$ cat src/rotated_sorted_array_search_assert.svh
// ----------------------------------------------------------------------------
// Assertion macros for the rotated sorted array search block
// Each macro expands to a labeled concurrent assertion in simulation and to
// nothing when the code is synthesized.
// ----------------------------------------------------------------------------
`ifndef ROTATED_SORTED_ARRAY_SEARCH_ASSERT_SVH
`define ROTATED_SORTED_ARRAY_SEARCH_ASSERT_SVH

`ifndef SYNTHESIS
// Assertion that is switched off while reset is high.
`define RSAS_ASSERT(label, clk, rst, prop, msg) \
   label: assert property (@(posedge clk) disable iff (rst) prop) else $error(msg);
// Assertion that is checked at every clock edge, reset included.
`define RSAS_ASSERT_ALWAYS(label, clk, prop, msg) \
   label: assert property (@(posedge clk) prop) else $error(msg);
`else
`define RSAS_ASSERT(label, clk, rst, prop, msg)
`define RSAS_ASSERT_ALWAYS(label, clk, prop, msg)
`endif

`endif

$ cat src/rsas_pkg.sv
`timescale 1ns / 1ps
// ----------------------------------------------------------------------------
// Rotated sorted array search package
// Command codes, field widths and the control and status words that pass
// between the top level and the search engine.
// ----------------------------------------------------------------------------
package rsas_pkg;

   localparam int CMD_W   = 2;
   localparam int VALUE_W = 32;
   localparam int POS_W   = 10;

   // Command codes of the request word.
   localparam logic [CMD_W-1:0] CMD_CLEAR  = 2'd0;
   localparam logic [CMD_W-1:0] CMD_APPEND = 2'd1;
   localparam logic [CMD_W-1:0] CMD_SEARCH = 2'd2;

   // Top level to engine: start a search, take a finished answer.
   typedef struct packed {
      logic                      start;
      logic                      ack;
      logic signed [VALUE_W-1:0] target;
   } search_ctrl_type;

   // Engine to top level: activity and the finished answer.
   typedef struct packed {
      logic             busy;
      logic             done;
      logic             found;
      logic [POS_W-1:0] position;
   } search_status_type;

endpackage

$ cat src/rsas_engine.sv
`timescale 1ns / 1ps
// ----------------------------------------------------------------------------
// Search engine
// Binary search over the rotated array held in the element RAM. Each halving
// step reads the left-end and middle elements and then narrows the range.
// ----------------------------------------------------------------------------
`include "rotated_sorted_array_search_assert.svh"

module rsas_engine #(
   parameter int MAX_ELEMS = 1024,
   localparam int AW = (MAX_ELEMS > 1) ? $clog2(MAX_ELEMS) : 1,
   localparam int CW = $clog2(MAX_ELEMS + 1)
) (
   input  logic                               clock,
   input  logic                               reset,
   input  rsas_pkg::search_ctrl_type          ctrl,
   input  logic [CW-1:0]                      count,
   output logic [AW-1:0]                      rd_addr_a,
   output logic [AW-1:0]                      rd_addr_b,
   input  logic signed [rsas_pkg::VALUE_W-1:0] rd_data_a,
   input  logic signed [rsas_pkg::VALUE_W-1:0] rd_data_b,
   output rsas_pkg::search_status_type        status
);
   import rsas_pkg::*;

   localparam logic [2:0] ST_IDLE  = 3'd0;
   localparam logic [2:0] ST_ISSUE = 3'd1;
   localparam logic [2:0] ST_EVAL  = 3'd2;
   localparam logic [2:0] ST_FINAL = 3'd3;
   localparam logic [2:0] ST_DONE  = 3'd4;

   logic [2:0]                state_ff, state_in;
   logic [AW-1:0]             lo_ff, lo_in;
   logic [AW-1:0]             hi_ff, hi_in;
   logic signed [VALUE_W-1:0] target_ff, target_in;
   logic                      found_ff, found_in;
   logic [POS_W-1:0]          pos_ff, pos_in;

   logic [AW-1:0] span;
   logic [AW-1:0] mid;
   logic          mid_hit;
   logic          low_sorted;
   logic          mid_above;
   logic          left_not_above;
   logic          keep_low;

   // Middle index of the current range.
   assign span = hi_ff - lo_ff;
   assign mid  = lo_ff + (span >> 1);

   // Port A reads the left end, port B the middle.
   assign rd_addr_a = lo_ff;
   assign rd_addr_b = mid;

   // Compares of one halving step; the data arrives in the evaluate state.
   assign mid_hit        = (rd_data_b == target_ff);
   assign low_sorted     = (rd_data_b >= rd_data_a);
   assign mid_above      = (rd_data_b > target_ff);
   assign left_not_above = (rd_data_a <= target_ff);
   assign keep_low       = low_sorted ? (mid_above && left_not_above)
                                      : (mid_above || left_not_above);

   // Sequencer.
   always_comb begin
      state_in  = state_ff;
      lo_in     = lo_ff;
      hi_in     = hi_ff;
      target_in = target_ff;
      found_in  = found_ff;
      pos_in    = pos_ff;
      unique case (state_ff)
         ST_IDLE: begin
            if (ctrl.start) begin
               target_in = ctrl.target;
               lo_in     = '0;
               hi_in     = AW'(count - CW'(1));
               found_in  = 1'b0;
               pos_in    = '0;
               state_in  = (count == '0) ? ST_DONE : ST_ISSUE;
            end
         end
         ST_ISSUE: begin
            state_in = (lo_ff < hi_ff) ? ST_EVAL : ST_FINAL;
         end
         ST_EVAL: begin
            if (mid_hit) begin
               found_in = 1'b1;
               pos_in   = POS_W'(mid);
               state_in = ST_DONE;
            end else begin
               if (keep_low) begin
                  hi_in = mid;
               end else begin
                  lo_in = mid + AW'(1);
               end
               state_in = ST_ISSUE;
            end
         end
         ST_FINAL: begin
            found_in = (rd_data_a == target_ff);
            pos_in   = (rd_data_a == target_ff) ? POS_W'(lo_ff) : '0;
            state_in = ST_DONE;
         end
         ST_DONE: begin
            if (ctrl.ack) begin
               state_in = ST_IDLE;
            end
         end
         default: begin
            state_in = ST_IDLE;
         end
      endcase
   end

   always_ff @(posedge clock) begin
      if (reset) begin
         state_ff <= ST_IDLE;
      end else begin
         state_ff <= state_in;
      end
   end

   always_ff @(posedge clock) begin
      lo_ff     <= lo_in;
      hi_ff     <= hi_in;
      target_ff <= target_in;
      found_ff  <= found_in;
      pos_ff    <= pos_in;
   end

   // Status toward the top level.
   assign status.busy     = (state_ff != ST_IDLE);
   assign status.done     = (state_ff == ST_DONE);
   assign status.found    = found_ff;
   assign status.position = pos_ff;

   `RSAS_ASSERT(a_range_order, clock, reset, (state_ff == ST_EVAL) |-> (lo_ff < hi_ff), "Search range is empty in the evaluate state")
   `RSAS_ASSERT(a_done_hold, clock, reset, (state_ff == ST_DONE && !ctrl.ack) |=> (state_ff == ST_DONE), "Answer dropped before it was taken")
   `RSAS_ASSERT(a_miss_zero, clock, reset, (state_ff == ST_DONE && !found_ff) |-> (pos_ff == '0), "Miss answer carries a nonzero position")

endmodule

$ cat config.mk
export PLATFORM = sky130hd
export DESIGN_NAME = rsas_engine
export DESIGN_NICKNAME = d
export VERILOG_FILES = /design/src/rsas_pkg.sv /design/src/rsas_engine.sv
export VERILOG_INCLUDE_DIRS = /design/src /design/src/src
export SDC_FILE = /design/constraint.sdc
export NUM_CORES = 1
export LEC_CHECK = 0
export BUFFER_PORTS_ARGS = -buffer_cell sky130_fd_sc_hd__buf_2
export CAP_MARGIN = 20
export CORE_UTILIZATION = 35
export CTS_BUF_LIST = sky130_fd_sc_hd__clkbuf_8
export CTS_CLUSTER_DIAMETER = 30
export DETAILED_ROUTE_END_ITERATION = 8
export HOLD_SLACK_MARGIN = 0.1
export PLACE_DENSITY_LB_ADDON = 0.3
export SYNTH_ARGS = -nofsm -noshare
export SYNTH_HDL_FRONTEND = slang
export SYNTH_SLANG_ARGS = --single-unit
$ cat constraint.sdc
create_clock -name clock -period 5.85 [get_ports clock]
set_clock_uncertainty 0.2 [all_clocks]
set_input_delay 0.585 -clock clock [delete_from_list [all_inputs] [get_ports clock]]
set_output_delay 0.585 -clock clock [all_outputs]
set_load 0.02 [all_outputs]
==> out/metrics.csv, run 1 <==
metric;value;unit
status;finished, final reports clean;
Post-synth top cells;ha_1 (118), inv_1 (92), nand2_1 (66);
CP required;5.07;ns
Hold Crit Start;ctrl[22];
mux share of post-synthesis cell area;0.005188;
TritonCTS clock tree;done;
combinational share of power;0.640;
Net Sw Power;1.490;mW
Unique masters post-synth;54;
I/O pins;144;
multi-input combinational cell area;0.003467;mm^2
Area contributors post-synth;edfxtp_1 (33%), ha_1 (26%), inv_1 (6.0%), a21oi_1 (4.5%), nand2_1 (4.3%);
count leader, synth;ha_1;
ys flop type;edfxtp_1;
input/output buffers;143;
RePlAce Congestion;0.8650;
Clock power frac;0.133;
Post-Route Setup TNS;0;ns
Cell Rows;46;
GRT overflow;0;
Hold Path Stages;1;
H-tree levels;3;
clock transition at the registers of the reported paths;0.09;ns
DRC errors left;0;
Leak;3.415;nW
Setup crit start kind;flip-flop;
initial antenna violation count;0;
root buffer cell;clkbuf_8;
CTS Buffer Depth;2;
via count;4936;
pwr dens;441.6;mW/mm^2
count of state elements after synthesis;66;
r2r worst-path depth;17;
Post-synth ARST share;0;
hpwl dp;12.30;mm
r2r startpoint;rd_addr_a[1]$_SDFFCE_PN0P_;
Crit Path Max Fanout;6;
fill cell count;1615;
cts bufs inserted;9;
Slew @ Worst Pin;1.006;ns
pins over their slew limit;0;
First DRT Iteration DRCs;244;
max frequency;0.2170;GHz
Final Hold Slack;0.1789;ns
Ant. Diodes;0;
area grow syn2layout;20.47;%
post-synthesis sequential area ratio;0.3372;
reg2reg end;rd_addr_a[9]$_SDFFCE_PN0P_;
mean post-synth cell area;9.276;um^2
CTS Sinks;66;
Die Area;0.01706;mm^2
synth warn;0;
core area;0.01600;mm^2
Cell Area, Synth;0.005788;mm^2
Hold Vio Cnt, Final;0;
Initial Util;0.3617;
Worst Setup End Kind;output pin;
Reg area;0.001952;mm^2
setup violators final;0;
Synth Area in XOR/XNOR;0.04323;
ratio of cells with drive above 1 in the final layout;0.2202;
Clk Latency, worst-skew pair;0.37;ns
Synth top area share;0.3268;
Post-CTS Hold Buffers;0;
Final ANT Viol Nets;0;
FF-to-FF setup slack;1.70;ns
vias in the first global route;4819;
Final Power;3.079;mW
cts repair resizes;0;
Cell Int Power;1.589;mW
Die W;130.6;um
Compound-Gate Fraction of Synth Area;0.1381;
Final Non-Filler Cells;997;
Max VDD drop;0.4787;mV
HP Class;in2reg;
post-CTS setup buffers;0;
Placed Instances;981;
Die Y;130.6;um
Slew headroom;0.3270;
first-pass GRT wire length;23.70;mm
EDFF count, synth;63;
Worst EP arrival;3.82;ns
total track usage;0.1848;
Final Util;0.4358;
post-synth top area cell;edfxtp_1;
adder-cell share of the synthesized area;0.2620;
largest net degree at the start of global routing;33;
RSZ-0062 raised after global routing;false;
Nets;1007;
WL/cell;15.02;um
Cells after Synth;624;
Simple-Gate Fraction of Synth Area;0.1505;
Sw Share;0.4839;
Via density;4.951;
largest family of logic cells by synthesized area;adder cells;
Routed WL;14.98;mm
Seq pwr share;0.227;
Final min period;4.608;ns
Hold Path Sink;target_ff[22]$_DFFE_PP_;
Max-Cap Viols;0;
period utilization;0.7876;
syn nets;855;
router iterations before antenna repair;5;
CP Class;reg2out;
-- stage by stage --
stage          area [um^2]  setup slack [ns]
6_report              6973             1.242
5_1_grt               6973            0.9077
4_1_cts               6973             1.250
3_5_place_dp          6773             1.700
3_3_place_gp          6773             1.699
2_1_floorplan         5788             1.693
-- worst max-delay path, stage by stage, from the launching register on --
cell	delay (ns)
edfxtp_1	0.49
inv_1	0.08
ha_1	0.31
nor2b_1	0.13
o21ai_0	0.22
a21boi_0	0.15
o21ai_0	0.25
nand2_1	0.10
xor2_1	0.15
ha_1	0.35
and2_1	0.21
o21ai_2	0.13
o211ai_2	0.12
a31o_1	0.23
a21oi_2	0.15
xnor2_1	0.16
buf_2	0.21
-- logic make-up (layout without fill, tap and decap cells) --
group / Yosys count / in the layout
adders and majority gates: 120 / 120
DFF: 66 / 66
and+or+nand+nor: 181 / 181
AOI/OAI and AO/OA: 131 / 131
buffers and inverters: 97 / 254
xor gates and xnor gates: 26 / 26
muxes: 3 / 3
-- cells in the final DEF (no fill, tap or decap), types with 3 or more instances in the layout --
cell        n
buf_2     143
ha_1      118
inv_1      92
nand2_1    66
edfxtp_1   63
a21oi_1    52
nor2_1     34
o21ai_0    33
nand4_1    20
nand3_1    17
xor2_1     12
xnor2_1    11
nor3_1     10
a21o_1      9
clkbuf_8    9
nor2b_1     8
or4_1       5
and2_1      4
nor4_1      4
or3_1       4
a22oi_1     4
nand2b_1    3
o21ai_1     3
mux2i_1     3
o211ai_1    3
buf_4       3
dfxtp_1     3
-- state kept, by name, summed over array words and instances, names as in the netlist --
name and count:
hi_ff 10, rd_addr_a 10, target_ff 32, state_ff 3, found_ff 1, pos_ff 10
-- power by group through the flow --
stage               clock (mW)  combinational, mW  sequential, mW
global route             0.439               2.20           0.713
floorplan                    0               1.40           0.743
global placement             0               1.96           0.708
CTS                      0.424               1.98           0.700
finish                   0.411               1.97           0.698
detailed placement           0               1.96           0.710
-- layer usage --
layer | wire, um | track usage
met4 | 281 | 0.07099
met1 | 7021 | 0.2381
met5 | 0 | 0
met3 | 941 | 0.03502
met2 | 6732 | 0.3059
-- area by class of cell --
| type | instances | area share |
|---|---|---|
| Timing Repair Buffer | 146 | 0.1059 |
| Sequential cell | 66 | 0.2799 |
| Clock buffer | 9 | 0.01776 |
| Tap cell | 216 | 0.03876 |
| Multi-Input combinational cell | 461 | 0.4972 |
| Clock inverter | 7 | 0.01095 |
| Inverter | 92 | 0.04952 |
-- worst max path at each step --
stage	end	slack, ns	start	depth (start not counted)
2_1_floorplan	rd_addr_a[9]$_SDFFCE_PN0P_	1.69	rd_addr_a[1]$_SDFFCE_PN0P_	17
3_3_place_gp	rd_addr_b[9]	1.70	rd_addr_a[1]$_SDFFCE_PN0P_	16
3_5_place_dp	rd_addr_b[9]	1.70	rd_addr_a[1]$_SDFFCE_PN0P_	16
4_1_cts	rd_addr_b[9]	1.25	rd_addr_a[1]$_SDFFCE_PN0P_	16
5_1_grt	rd_addr_b[9]	0.91	rd_addr_a[1]$_SDFFCE_PN0P_	16
6_report	rd_addr_b[9]	1.24	rd_addr_a[1]$_SDFFCE_PN0P_	16
Power figures use the tool's default switching activity.
==> run 2, diff against run 1 <==
--- a/config.mk
+++ b/config.mk
@@ -6,6 +6,7 @@
 export SDC_FILE = /design/constraint.sdc
 export NUM_CORES = 1
 export LEC_CHECK = 0
+export ABC_AREA = 1
 export BUFFER_PORTS_ARGS = -buffer_cell sky130_fd_sc_hd__buf_2
 export CAP_MARGIN = 20
 export CORE_UTILIZATION = 35
==> constraint.sdc (replaced) <==
create_clock -name clock -period 4.6 [get_ports clock]
set_clock_uncertainty 0.2 [all_clocks]
set_input_delay 0.46 -clock clock [delete_from_list [all_inputs] [get_ports clock]]
set_output_delay 0.46 -clock clock [all_outputs]
set_load 0.02 [all_outputs]
==> run 2 against run 1 <==
Against the previous run:
- power increased by 48%
- first-iteration DRC count decreased by 3.3%
- area after synthesis increased by 4.2%
- critical endpoint unchanged
- sequential power increased by 29%
- combinational power increased by 60%
- synthesized cell count increased by 18%
- final cell count increased by 15%
- largest cell class unchanged
- wire length increased by 0.82%
- non-clock buffer count increased by 36
- critical path type unchanged
- hold slack improved by 0.051 ns
==> out/metrics.csv, run 2 <==
metric;value;unit;change
WL/cell;13.14;um;was 15.02 um
CTS Buffer Depth;2;;unchanged
Hold Crit Start;ctrl[32];;was ctrl[22]
setup violators final;0;;unchanged
Final min period;4.325;ns;
Critical Path Stages;14;;was 16
Hold Vio Cnt, Final;0;;unchanged
Cells after Synth;734;;was 624
Unique masters post-synth;40;;was 54
CTS Sinks;66;;unchanged
Top Usage Layer GRT;met2;;unchanged
Post-synth ARST share;0;;unchanged
Largest delay share family, worst path;adder cells;;was compound AO/OA/AOI/OAI gates
Die W;133.3;um;was 130.6 um
most common cell after layout, fill and taps aside;nand2_1;;was buf_2
post-synth top area cell;edfxtp_1;;unchanged
CP Class;reg2out;;unchanged
Net Sw Power;2.298;mW;was 1.490 mW
Cell Area, Synth;0.006031;mm^2;was 0.005788 mm^2
mean post-synth cell area;8.216;um^2;was 9.276 um^2
fin area;0.007600;mm^2;was 0.006973 mm^2
Sw Share;0.5052;;was 0.4839
initial antenna violation count;0;;unchanged
Worst Setup End Kind;output pin;;unchanged
Final ANT Viol Nets;0;;unchanged
First DRT Iteration DRCs;236;;was 244
Setup crit end;rd_addr_b[9];;unchanged
reg2reg end;rd_addr_a[9]$_SDFFCE_PN0P_;;unchanged
FF-to-FF setup slack;0.84;ns;was 1.70 ns
Slew headroom;0.3253;;was 0.3270
Die Area;0.01776;mm^2;was 0.01706 mm^2
Clk Latency, worst-skew pair;0.37;ns;about the same
TritonCTS clock tree;done;;unchanged
combinational share of power;0.693;;was 0.640
r2r startpoint;rd_addr_a[0]$_SDFFCE_PN0P_;;was rd_addr_a[1]$_SDFFCE_PN0P_
CP required;3.94;ns;was 5.07 ns
total track usage;0.1786;;was 0.1848
Via density;4.554;;was 4.951
worst setup margin;0.2751;ns;was 1.242 ns
Max VDD drop;0.3079;mV;was 0.4787 mV
Setup WS pre-CTS;0.5704;ns;was 1.700 ns
router iterations before antenna repair;4;;was 5
GRT overflow;0;;unchanged
post-synthesis sequential area ratio;0.3237;;was 0.3372
Worst EP arrival;3.66;ns;was 3.82 ns
M2 GR Usage;0.2867;;was 0.3059
pins over their slew limit;0;;unchanged
status;finished, final reports clean;;unchanged
critical path's largest stage delay;0.45;ns;was 0.49 ns
worst path bufs/invs;1;;was 2
synth warn;0;;unchanged
met1 usage;0.2389;;was 0.2381
Nets;1155;;was 1007
Seq pwr share;0.198;;was 0.227
Initial Util;0.3611;;was 0.3617
crit-path cells;ha_1 -> fa_1 -> nor2_1 -> a211oi_1 -> o21ai_0 -> a21boi_1 -> xor2_1 -> ha_1 -> nand2_1 -> nor2_1 -> nand3_1 -> o2111ai_1 -> xor2_2 -> buf_4;;was inv_1 -> ha_1 -> nor2b_1 -> o21ai_0 -> a21boi_0 -> o21ai_0 -> nand2_1 -> xor2_1 -> ha_1 -> and2_1 -> o21ai_2 -> o211ai_2 -> a31o_1 -> a21oi_2 -> xnor2_1 -> buf_2
Area contributors post-synth;edfxtp_1 (31%), ha_1 (24%), nand2_1 (10%), inv_1 (8.1%), a21oi_1 (5.1%);;was edfxtp_1 (33%), ha_1 (26%), inv_1 (6.0%), a21oi_1 (4.5%), nand2_1 (4.3%)
Clock power frac;0.109;;was 0.133
Post-Route Setup TNS;0;ns;unchanged
syn nets;965;;was 855
worst setup path start;rd_addr_a[0]$_SDFFCE_PN0P_;;was rd_addr_a[1]$_SDFFCE_PN0P_
Top reg by flops;target_ff;;unchanged
Synth top area share;0.3137;;was 0.3268
count of state elements after synthesis;66;;unchanged
Cell Rows;47;;was 46
max frequency;0.2312;GHz;
Crit Path Max Fanout;4;;was 6
Max-Cap Viols;0;;unchanged
Ant. Diodes;0;;unchanged
Post-synth top cells;nand2_1 (161), inv_1 (130), ha_1 (118);;was ha_1 (118), inv_1 (92), nand2_1 (66)
Die Y;133.3;um;was 130.6 um
met3 usage in global routing;0.02816;;was 0.03502
Largest register FFs;32;;unchanged
RePlAce Congestion;0.8249;;was 0.8650
Routed WL;15.10;mm;was 14.98 mm
first-pass GRT wire length;24.54;mm;was 23.70 mm
ys flop type;edfxtp_1;;unchanged
vias in the first global route;5056;;was 4819
input/output buffers;143;;unchanged
count leader, synth;nand2_1;;was ha_1
largest net degree at the start of global routing;33;;unchanged
Cell Int Power;2.250;mW;was 1.589 mW
Setup crit start kind;flip-flop;;unchanged
area grow syn2layout;26.02;%;was 20.47%
CP max stage cell;edfxtp_1;;unchanged
cts bufs inserted;9;;unchanged
via count;5232;;was 4936
Slew @ Worst Pin;1.010;ns;was 1.006 ns
EDFF count, synth;63;;unchanged
period utilization;0.9402;;
ratio of cells with drive above 1 in the final layout;0.2013;;was 0.2202
H-tree levels;3;;unchanged
Leak;3.964;nW;was 3.415 nW
Post-DP Area;0.007057;mm^2;was 0.006773 mm^2
Final Power;4.548;mW;was 3.079 mW
HP Class;in2reg;;unchanged
most frequent cells in the layout;nand2_1 (161), buf_2 (142), inv_1 (131);;was buf_2 (143), ha_1 (118), inv_1 (92)
clock transition at the registers of the reported paths;0.08;ns;was 0.09 ns
I/O pins;144;;unchanged
root buffer cell;clkbuf_8;;unchanged
pwr dens;598.4;mW/mm^2;was 441.6 mW/mm^2
hpwl dp;12.28;mm;was 12.30 mm
DRC errors left;0;;unchanged
r2r worst-path depth;16;;was 17
core area;0.01670;mm^2;was 0.01600 mm^2
[run 2: cell count changes after synthesis, sizes merged, moves of 5 or more]
cell	change
a21oi	+8
nand2	+97
nor2b	-8
a21o	-5
xnor2	-6
inv	+39
nor2	+26
nand3	+5
nand4	-11
or4	-5
[run 2: worst register-to-register path: cells and delay by family (launching register included)]
kind            cells  cell delay (ns)
xor+xnor            2             0.42
simple gates        7             0.66
fa+ha+maj           3             1.09
compound gates      4             0.70
flops               1             0.45
[run 2: routing by layer]
layer,part of all wire,vias to the layer above
met4,0.020,0
met2,0.44,120
li1,-,2832
met1,0.50,2264
met3,0.043,16
met5,0,-
[run 2: layout make-up]
cell class                      count  area [um^2]
Timing Repair Buffer              182         1094
Clock buffer                        9        123.9
Tap cell                          220        275.3
Inverter                          132        495.5
Sequential cell                    66         1952
Clock inverter                      7        62.56
Multi-Input combinational cell    533         3597
Fill cell                        1662         9101
[run 2: cell families (layout without fill, tap and decap cells)]
group	after synthesis	after routing	share of synthesized area
fa+ha+maj	120	120	0.2515
xor+xnor	20	20	0.04025
buf+inv	135	330	0.08465
flops	66	66	0.3237
compound gates	116	116	0.1064
simple gates	277	277	0.1936
[run 2: worst min-delay path by stage]
stage	endpoint	slack (ns)	cells past startpoint
after floorplan	state_ff[1]$_SDFFE_PP0P_	0.24	1
after global placement	state_ff[1]$_SDFFE_PP0P_	0.27	1
after detailed placement	state_ff[1]$_SDFFE_PP0P_	0.27	1
after CTS	hi_ff[0]$_DFFE_PP_	0.20	2
after global routing	hi_ff[0]$_DFFE_PP_	0.24	2
final	state_ff[2]$_SDFFE_PP0P_	0.23	4
[run 2: per-stage QoR]
stage | hold slack (ns) | instances | utilization
6_report | 0.2297 | 1149 | 0.4550
5_1_grt | 0.2390 | 1149 | 0.4550
4_1_cts | 0.2042 | 1148 | 0.4535
3_5_place_dp | 0.2683 | 1099 | 0.4225
3_3_place_gp | 0.2668 | 1099 | 0.4225
2_1_floorplan | 0.2431 | 734 | -
[run 2: power by group through the flow]
stage          clock network (mW)  registers [mW]  logic (mW)
2_1_floorplan                   0           0.982        2.24
6_report                    0.496           0.900        3.15
3_5_place_dp                    0           0.914        3.08
4_1_cts                     0.519           0.902        3.12
3_3_place_gp                    0           0.912        3.07
5_1_grt                     0.536           0.917        3.48
[run 2: timing repair]
action / 4_1_cts / 5_1_grt
hold endpoints to repair: 35 / 0
resized for setup: 0 / 7
endpoints found under the setup margin: 0 / 1
setup buffers: 0 / 1
hold buffers: 33 / 0
==> run 3, diff against run 2 <==
--- a/config.mk
+++ b/config.mk
@@ -14,6 +14,7 @@
 export CTS_CLUSTER_DIAMETER = 30
 export DETAILED_ROUTE_END_ITERATION = 8
 export HOLD_SLACK_MARGIN = 0.1
+export MAX_ROUTING_LAYER = met4
 export PLACE_DENSITY_LB_ADDON = 0.3
 export SYNTH_ARGS = -nofsm -noshare
 export SYNTH_HDL_FRONTEND = slang
==> constraint.sdc (replaced) <==
create_clock -name clock -period 3.72 [get_ports clock]
set_clock_uncertainty 0.2 [all_clocks]
set_input_delay 0.372 -clock clock [delete_from_list [all_inputs] [get_ports clock]]
set_output_delay 0.372 -clock clock [all_outputs]
set_load 0.02 [all_outputs]
==> run 3 against run 2 <==
Against the previous run:
- the run now ends with setup timing left
- clock-buffer cell count is the same
- non-clock buffer count is 26 higher
- wire length up 5.7%
- clock power is 55% higher
- largest cell class unchanged
- register-to-register slack got worse by 0.82 ns
- global-route usage rose by 0.98 points
- sequential share of layout area down 1.4 points
- die area unchanged
- worst setup slack lost 0.41 ns
- combinational power grew 54%
- hold slack lost 0.067 ns
==> out/metrics.csv, run 3 (synthesis gave the netlist of run 2 again) <==
metric;value;unit;change
WL/cell;13.59;um;was 13.14 um
CP required;3.15;ns;was 3.94 ns
pwr dens;836.4;mW/mm^2;was 598.4 mW/mm^2
CTS Buffer Depth;2;;unchanged
Die Y;133.3;um;unchanged
Worst Setup End Kind;output pin;;unchanged
hpwl dp;12.55;mm;was 12.28 mm
Largest register FFs;32;;unchanged
Setup WS pre-CTS;0.08056;ns;was 0.5704 ns
First DRT Iteration DRCs;192;;was 236
max frequency;0.2594;GHz;
most frequent cells in the layout;nand2_1 (156), buf_2 (141), inv_1 (126);;was nand2_1 (161), buf_2 (142), inv_1 (131)
Setup crit start kind;flip-flop;;unchanged
worst setup margin;-0.1343;ns;was 0.2751 ns
Die Area;0.01776;mm^2;unchanged
Leak;4.126;nW;was 3.964 nW
Clk Latency, worst-skew pair;0.37;ns;about the same
via count;5410;;was 5232
Slew @ Worst Pin;0.6637;ns;was 1.010 ns
most common cell after layout, fill and taps aside;nand2_1;;unchanged
Ant. Diodes;0;;unchanged
Post-Route Setup TNS;-0.3465;ns;was 0 ns
Top reg by flops;target_ff;;unchanged
router iterations before antenna repair;5;;was 4
Nets;1181;;was 1155
clock transition at the registers of the reported paths;0.08;ns;about the same
CTS Sinks;66;;unchanged
initial antenna violation count;0;;unchanged
Die W;133.3;um;unchanged
largest net degree at the start of global routing;33;;unchanged
failing checks;setup timing;;
total track usage;0.1884;;was 0.1786
area grow syn2layout;33.26;%;was 26.02%
fill cell count;1645;;was 1662
HP Class;in2reg;;unchanged
Final min period;3.854;ns;
Cell Rows;47;;unchanged
RSZ-0062 raised after global routing;true;;
status;finished with violations;;was finished, final reports clean
DRC errors left;0;;unchanged
Final Util;0.4812;;was 0.4550
GRT overflow;0;;unchanged
first-pass GRT wire length;25.27;mm;was 24.54 mm
Final Hold Slack;0.1630;ns;was 0.2297 ns
input/output buffers;143;;unchanged
I/O pins;144;;unchanged
Worst EP arrival;3.28;ns;was 3.66 ns
Crit Path Max Fanout;3;;was 4
Via density;4.604;;was 4.554
Max-Cap Viols;0;;unchanged
Placed Instances;1107;;was 1099
Slew headroom;0.5541;;was 0.3253
Hold Path Stages;5;;was 4
RePlAce Congestion;0.8344;;was 0.8249
ratio of cells with drive above 1 in the final layout;0.2524;;was 0.2013
setup violators final;5;;was 0
Max VDD drop;0.5036;mV;was 0.3079 mV
H-tree levels;3;;unchanged
Hold Vio Cnt, Final;0;;unchanged
Routed WL;15.96;mm;was 15.10 mm
TritonCTS clock tree;done;;unchanged
pins over their slew limit;0;;unchanged
r2r worst-path depth;22;;was 16
Final ANT Viol Nets;0;;unchanged
Initial Util;0.3611;;unchanged
Final Non-Filler Cells;1175;;was 1149
cts bufs inserted;9;;unchanged
CP Class;reg2out;;unchanged
vias in the first global route;5333;;was 5056
core area;0.01670;mm^2;unchanged
root buffer cell;clkbuf_8;;unchanged
period utilization;1.036;;
-- run 3: final cells by class --
| cell class | count | area [um^2] | area share |
|---|---|---|---|
| multi-input combinational | 533 | 3760 | 0.4679 |
| tap | 220 | 275.3 | 0.03425 |
| sequential | 66 | 1952 | 0.2429 |
| inverter | 132 | 495.5 | 0.06165 |
| timing repair buffer | 208 | 1314 | 0.1635 |
| clock inverter | 7 | 116.4 | 0.01448 |
| clock buffer | 9 | 123.9 | 0.01541 |
-- run 3: repair_timing --
action | CTS | global route
setup endpoints to repair | 4 | 10
gates resized for setup | 29 | 16
pin swaps | 15 | 14
hold endpoints to repair | 35 | 0
buffers inserted | 12 | 5
hold buffers | 34 | 0
-- run 3: worst paths after layout --
| check | start | to | slack (ns) |
|---|---|---|---|
| max | rd_addr_a[0]$_SDFFCE_PN0P_ | rd_addr_b[8] | -0.13 |
| min | ctrl[32] | state_ff[0]$_SDFFE_PP0P_ | 0.16 |
| max reg2reg | rd_addr_a[0]$_SDFFCE_PN0P_ | rd_addr_a[8]$_SDFFCE_PN0P_ | 0.02 |
| min reg2reg | state_ff[2]$_SDFFE_PP0P_ | state_ff[1]$_SDFFE_PP0P_ | 0.28 |
-- run 3: critical path: stages, from the launching register on --
cell and delay (ns):
edfxtp_1 0.44, ha_4 0.21, fa_2 0.42, nor2_4 0.16, a211oi_4 0.06, xnor2_1 0.22, ha_1 0.30, a21oi_2 0.14
nand2_1 0.09, nand2_1 0.09, nand2_1 0.06, nand2_1 0.07, nand2_2 0.06, nand2_1 0.06, nand2_2 0.06, a21oi_4 0.20
xnor2_4 0.15, buf_6 0.14
-- run 3: per-stage QoR --
stage               area, um^2  total power, mW
finish                    8036            6.721
global route              8036            7.244
CTS                       7914            6.449
detailed placement        7124            5.089
global placement          7124            5.073
floorplan                 6038            4.004
-- run 3: routing by layer --
metal	part of all wire	GRT usage
met1	0.48	0.2367
met2	0.46	0.3082
met3	0.046	0.03501
met4	0.014	0.05366
met5	0	-
-- run 3: report_power, final --
part           total, mW  internal, mW  switching, mW
combinational       4.84          2.07           2.77
clock              0.768         0.445          0.322
sequential          1.11          1.03         0.0766
total               6.72          3.55           3.17
